===== src/design/whf_pkg.sv =====
// ----------------------------------------------------------------------------
// Weighted histogram fill: package
// Sizes, codes, state types and shared structs of the histogram block.
// ----------------------------------------------------------------------------
package whf_pkg;

	localparam int NUM_BINS = 1024;
	localparam int BIN_AW   = $clog2(NUM_BINS);
	localparam int SUM_W    = 48;
	localparam int DATA_W   = 32;
	localparam int NB_W     = 11;
	localparam int IDX_W    = 10;
	localparam int KIND_W   = 2;
	localparam int MODE_W   = 2;
	localparam int CNT_W    = 32;
	localparam int CFG_IW   = 2;
	localparam int PROD_W   = DATA_W + NB_W;
	localparam int STEP_CW  = $clog2(BIN_AW);

	localparam logic [MODE_W-1:0] MODE_FILL  = 2'd0;
	localparam logic [MODE_W-1:0] MODE_READ  = 2'd1;
	localparam logic [MODE_W-1:0] MODE_CLEAR = 2'd2;

	localparam logic [KIND_W-1:0] KIND_IN    = 2'd0;
	localparam logic [KIND_W-1:0] KIND_UNDER = 2'd1;
	localparam logic [KIND_W-1:0] KIND_OVER  = 2'd2;

	localparam logic [CFG_IW-1:0] CFG_RANGE_LOW   = 2'd0;
	localparam logic [CFG_IW-1:0] CFG_RANGE_HIGH  = 2'd1;
	localparam logic [CFG_IW-1:0] CFG_BINS_IN_USE = 2'd2;

	localparam logic signed [DATA_W-1:0] RANGE_LOW_RST  = 32'sd0;
	localparam logic signed [DATA_W-1:0] RANGE_HIGH_RST = 32'sd16777216;
	localparam logic [NB_W-1:0]          BINS_RST       = 11'd1024;

	typedef enum logic [2:0] {
		ST_IDLE,
		ST_CLASSIFY,
		ST_DIVIDE,
		ST_MEM_RD,
		ST_MEM_WAIT,
		ST_CLEAR_WAIT,
		ST_RESULT
	} seq_state_t;

	typedef enum logic [1:0] {
		DIV_IDLE,
		DIV_LOAD,
		DIV_RUN,
		DIV_DONE
	} div_state_t;

	typedef struct packed {
		logic                     clear;
		logic                     rd_en;
		logic                     add_en;
		logic [BIN_AW-1:0]        addr;
		logic signed [DATA_W-1:0] weight;
	} store_req_t;

	typedef struct packed {
		logic                    busy;
		logic                    done;
		logic signed [SUM_W-1:0] value;
	} store_rsp_t;

	function automatic logic [CNT_W-1:0] sat_inc(input logic [CNT_W-1:0] c);
		return (c == '1) ? c : c + CNT_W'(1);
	endfunction

endpackage


===== src/design/whf_divider.sv =====
// ----------------------------------------------------------------------------
// Weighted histogram fill: bin divider
// Computes floor(offset * nb / span) one quotient bit per cycle.
// ----------------------------------------------------------------------------
module whf_divider (
	input  logic                          clk,
	input  logic                          arst_n,
	input  logic                          start,
	input  logic [whf_pkg::DATA_W-1:0]    offset,
	input  logic [whf_pkg::DATA_W-1:0]    span,
	input  logic [whf_pkg::NB_W-1:0]      nb,
	output logic                          done,
	output logic [whf_pkg::BIN_AW-1:0]    quotient
);

	whf_pkg::div_state_t                 state_q;
	whf_pkg::div_state_t                 state_d;
	logic [whf_pkg::PROD_W-1:0]          prod_q;
	logic [whf_pkg::DATA_W-1:0]          span_q;
	logic [whf_pkg::DATA_W-1:0]          rem_q;
	logic [whf_pkg::BIN_AW-1:0]          quo_q;
	logic [whf_pkg::STEP_CW-1:0]         cnt_q;
	logic [whf_pkg::DATA_W:0]            trial;
	logic [whf_pkg::DATA_W:0]            trial_sub;
	logic                                fits;

	// The quotient is below nb, so the top of the product is already below span.
	assign trial     = {rem_q, quo_q[whf_pkg::BIN_AW-1]};
	assign trial_sub = trial - {1'b0, span_q};
	assign fits      = trial >= {1'b0, span_q};
	assign quotient  = quo_q;

	always_ff @(posedge clk or negedge arst_n) begin
		if (!arst_n) begin
			state_q <= whf_pkg::DIV_IDLE;
		end else begin
			state_q <= state_d;
		end
	end

	always_comb begin
		state_d = state_q;
		done    = 1'b0;
		unique case (state_q)
			whf_pkg::DIV_IDLE: begin
				if (start) begin
					state_d = whf_pkg::DIV_LOAD;
				end
			end
			whf_pkg::DIV_LOAD: begin
				state_d = whf_pkg::DIV_RUN;
			end
			whf_pkg::DIV_RUN: begin
				if (cnt_q == whf_pkg::STEP_CW'(whf_pkg::BIN_AW - 1)) begin
					state_d = whf_pkg::DIV_DONE;
				end
			end
			whf_pkg::DIV_DONE: begin
				done    = 1'b1;
				state_d = whf_pkg::DIV_IDLE;
			end
			default: begin
				state_d = whf_pkg::DIV_IDLE;
			end
		endcase
	end

	always_ff @(posedge clk or negedge arst_n) begin
		if (!arst_n) begin
			cnt_q <= '0;
		end else if (state_q == whf_pkg::DIV_LOAD) begin
			cnt_q <= '0;
		end else if (state_q == whf_pkg::DIV_RUN) begin
			cnt_q <= cnt_q + whf_pkg::STEP_CW'(1);
		end
	end

	always_ff @(posedge clk) begin
		if (state_q == whf_pkg::DIV_IDLE && start) begin
			prod_q <= {{whf_pkg::NB_W{1'b0}}, offset} * {{whf_pkg::DATA_W{1'b0}}, nb};
			span_q <= span;
		end
		if (state_q == whf_pkg::DIV_LOAD) begin
			rem_q <= prod_q[whf_pkg::BIN_AW +: whf_pkg::DATA_W];
			quo_q <= prod_q[whf_pkg::BIN_AW-1:0];
		end else if (state_q == whf_pkg::DIV_RUN) begin
			rem_q <= fits ? trial_sub[whf_pkg::DATA_W-1:0] : trial[whf_pkg::DATA_W-1:0];
			quo_q <= {quo_q[whf_pkg::BIN_AW-2:0], fits};
		end
	end

endmodule


===== config.mk =====
export PLATFORM = sky130hd
export DESIGN_NAME = whf_divider
export DESIGN_NICKNAME = d
export VERILOG_FILES = /design/src/design/whf_pkg.sv /design/src/design/whf_divider.sv
export SDC_FILE = /design/constraint.sdc
export NUM_CORES = 1
export LEC_CHECK = 0
export BUFFER_PORTS_ARGS = -buffer_cell sky130_fd_sc_hd__buf_2
export CAP_MARGIN = 25
export CORE_ASPECT_RATIO = 0.75
export CORE_UTILIZATION = 45
export DETAILED_ROUTE_END_ITERATION = 10
export MAX_ROUTING_LAYER = met4
export PLACE_DENSITY = 0.6
export SYNTH_ARGS = -nofsm -noshare
export SYNTH_HDL_FRONTEND = slang
export SYNTH_SLANG_ARGS = --single-unit

===== constraint.sdc =====
create_clock -name clk -period 5.25 [get_ports clk]
set_input_delay 0.525 -clock clk [delete_from_list [all_inputs] [get_ports clk]]
set_output_delay 0.525 -clock clk [all_outputs]
set_load 0.03 [all_outputs]

==> results by group <==
Clock network
  • Clock Path Buffers: 2
  • Htree depth: 4
  • Clock sink count: 122
  • Clock Latency Late Sink: 430 ps
  • Number of buffers created by CTS: 17
  • Clock transition at the registers of the reported paths: 60 ps
  • CTS tree: yes
  • Clock root buffer: clkbuf_16

Routing
  • Via count: 13158
  • DR pass1 iterations: 5
  • Antenna-violating nets left: 0
  • DR WL/cell: 15.5 um
  • Routed vias/inst: 5.15
  • Number of DRC markers in iteration 0: 717
  • Total Routed Length: 39.7 mm
  • Post-route DRC: 0

Die
  • Die Area: 39400 sq um
  • Site row count: 61
  • Core box area: 37600 sq um
  • I/O pin cnt: 89
  • Die height: 172 um
  • Chip width: 229 um
  • Initial Util: 46.2%

Critical path
  • Buf+Inv Stages, Crit Path: 5
  • CP Data Required Time: 5430 ps
  • Worst reg2reg setup slack: 1300 ps
  • Worst Reg-to-Reg Cells: 11
  • Crit-path most repeated cell: fa_1
  • FF-to-FF Start: rem_q[3]
  • Worst path top cell family by delay: adder cells
  • Arr. time, crit path: 5450 ps
  • Critical path class: in -> reg
  • FF-to-FF End: rem_q[26]
  • CP endpoint kind: register
  • Worst Path Max Fanout: 8
  • CP max stage cell: fa_1
  • Slowest stage delay, CP: 540 ps
  • Crit path cell chain: buf_12 > buf_6 > nand2_1 > fa_1 > fa_1 > inv_1 > fa_1 > fa_1 > inv_1 > fa_1 > inv_2 > ha_4 > nand4_1 > a21oi_2 > o21ai_4 > a21o_1 > o211a_1 > o21ba_4 > o31a_1 > a311o_1
  • Type of origin of the critical path: input port

Status
  • Status: finished, violations left
  • Failing checks: negative setup slack

Synth
  • #FFs+latches synth: 122
  • Syn_area_per_cell: 9.49 sq um
  • Register area share after synthesis: 20.9%
  • Synth unique cells: 70
  • Net Count, Synth: 2294
  • Yosys warns: 0
  • Post-Syn Area: 17400 sq um
  • Post-synth EDFFs: 116
  • Synth Flop Type: edfxtp_1
  • Post-synth ARST share: 4.92%
  • Syn Inst Count: 1830

STA
  • Worst Skew: 8.88 ps
  • Setup ws final: -24.5 ps
  • Max-slew violation count: 0
  • Slew HR: 39.4%
  • Final hold vios: 0
  • Measured slew at the worst slew-check pin: 909 ps
  • RSZ-0062 raised after global routing: yes
  • Post-route clock period utilization: 100%
  • Achievable clock frequency: 190 MHz
  • Final setup fails: 3
  • Final TNS setup: -40.1 ps
  • Final min period: 5270 ps

Hold path
  • Hold path startpoint: span[20]
  • Endpoint, Worst Hold: span_q[20]
  • Tightest Hold Check Type: in -> reg
  • Hold Path Depth: 1

Place
  • DP Area: 19800 sq um
  • Number of placed cells counting well taps: 2514
  • IO buf count: 88
  • Hpwl dp: 32.1 mm
  • RePlAce Congestion: 0.876

Global routing
  • First-pass GRT wire length: 67.6 mm
  • Gr ovfl total: 0
  • Vias in the first global route: 14004
  • Largest net degree at the start of global routing: 101
  • Initial antenna violation count: 0
  • GR Util met1: 27.7%
  • Met3 Usage GRT: 2.61%
  • Total GRT Usage: 22.1%
  • Grt peak-use layer: met2
  • GRT met2 Usage: 39.0%

Finish
  • Fillers: 3385
  • Fin area: 21100 sq um
  • Commonest non-fill, non-tap cell in the layout: inv_1
  • Layout Nets: 2504
  • Layout area overhead: 21.2%
  • Most frequent cells in the layout: 312 x inv_1, 269 x nand2_1, 258 x fa_1
  • Ant diodes: 0
  • Layout Cells excl Fill: 2557
  • Fraction of layout cells with a size suffix above 1: 21.1%

Job
  • Max cap viols: 0
## cell usage after synthesis, drive strengths merged, types with 3 or more instances
cell | instances | area [sq um]
nand2 | 279 | 1050
dfrtp | 6 | 150
inv | 316 | 1190
o211ai | 9 | 67.6
fa | 269 | 5390
nand4 | 17 | 106
nor3b | 3 | 22.5
o31ai | 6 | 58.8
o21ai | 42 | 214
mux2 | 14 | 158
o22ai | 4 | 25.0
buf | 7 | 47.6
a31oi | 7 | 43.8
nor3 | 13 | 65.1
and3 | 5 | 31.3
nor2b | 15 | 93.8
o31a | 3 | 26.3
a21oi | 64 | 320
xor2 | 27 | 236
edfxtp | 116 | 3480
xnor2 | 39 | 342
ha | 117 | 1460
nand3b | 19 | 143
a211oi | 10 | 75.1
a21o | 39 | 293
and2 | 143 | 895
nand3 | 16 | 80.1
a41o | 3 | 30.0
nand2b | 10 | 62.6
nor2 | 39 | 146
clkbuf | 96 | 360
mux2i | 5 | 50.1
nor4 | 4 | 31.3
o21bai | 8 | 60.1
o311ai | 17 | 149
o21a | 5 | 37.5
a221o | 8 | 80.1
## cells by family (layout without fill, tap and decap cells)
group	after synthesis	in the layout	synth area share [%]
AND/OR/NAND/NOR	570	570	16.0
buffers and inverters	419	642	9.18
adder cells (fa/ha/maj)	386	386	39.4
AO/OA/AOI/OAI	248	248	9.91
flip-flops	122	122	20.9
XOR/XNOR	66	66	3.33
multiplexers	19	19	1.20
## metal layers
layer  vias up  part of all wire (%)
met5         -                     0
met4         0                   1.4
met3        40                   2.7
met2       204                    51
met1      6638                    45
li1       6276                     -
## stage by stage
stage | setup WS, ps | util (%) | hold slack, ps
2_1_floorplan | -306 | - | 229
3_3_place_gp | -665 | 52.6 | 356
3_5_place_dp | -706 | 52.6 | 360
4_1_cts | -112 | 55.3 | 246
5_1_grt | -190 | 56.1 | 246
6_report | -24.5 | 56.1 | 266
## state kept, by name (all words and copies together) (netlist names)
| register | flops |
|---|---|
| quotient | 10 |
| prod_q | 42 |
| span_q | 32 |
| cnt_q | 4 |
| state_q | 2 |
| rem_q | 32 |
## cell type report
cell class                      instances  area (sq um)  area share [%]
Multi-Input combinational cell       1289         12600            60.0
Tap cell                              504           631            3.00
Clock buffer                           17           425            2.02
Clock inverter                         15           189           0.897
Timing Repair Buffer                  294          2360            11.2
Sequential cell                       122          3630            17.3
Inverter                              316          1190            5.63
## what timing repair did
| action | in CTS | in global routing |
|---|---|---|
| buffers inserted | 7 | 2 |
| hold buffers | 1 | 0 |
| setup endpoints to repair | 15 | 16 |
| gates cloned | 0 | 0 |
| endpoints found under the hold margin | 6 | 0 |
| gates resized for setup | 85 | 53 |
| pin swaps | 34 | 56 |
## how the worst max path moves through the flow
stage                    start         end  slack [ps]  depth (start not counted)
floorplan            offset[7]  prod_q[32]        -310                         19
global placement         nb[2]  prod_q[38]        -670                         22
detailed placement       nb[4]  prod_q[34]        -710                         20
CTS                 offset[10]  prod_q[39]        -110                         18
global route         offset[5]  prod_q[39]        -190                         21
finish                   nb[4]  prod_q[39]         -20                         20
## worst reg2reg max path, delay by kind of cell (launching register included)
kind,cells,cell delay (ps)
adder cells (fa/ha/maj),1,380
buffers and inverters,1,480
flip-flops,1,420
AND/OR/NAND/NOR,2,310
AO/OA/AOI/OAI,7,2120
Power is left out: the tool's default activity adds up to more than one toggle a clock period on the data nets, which glitch-free logic cannot reach.
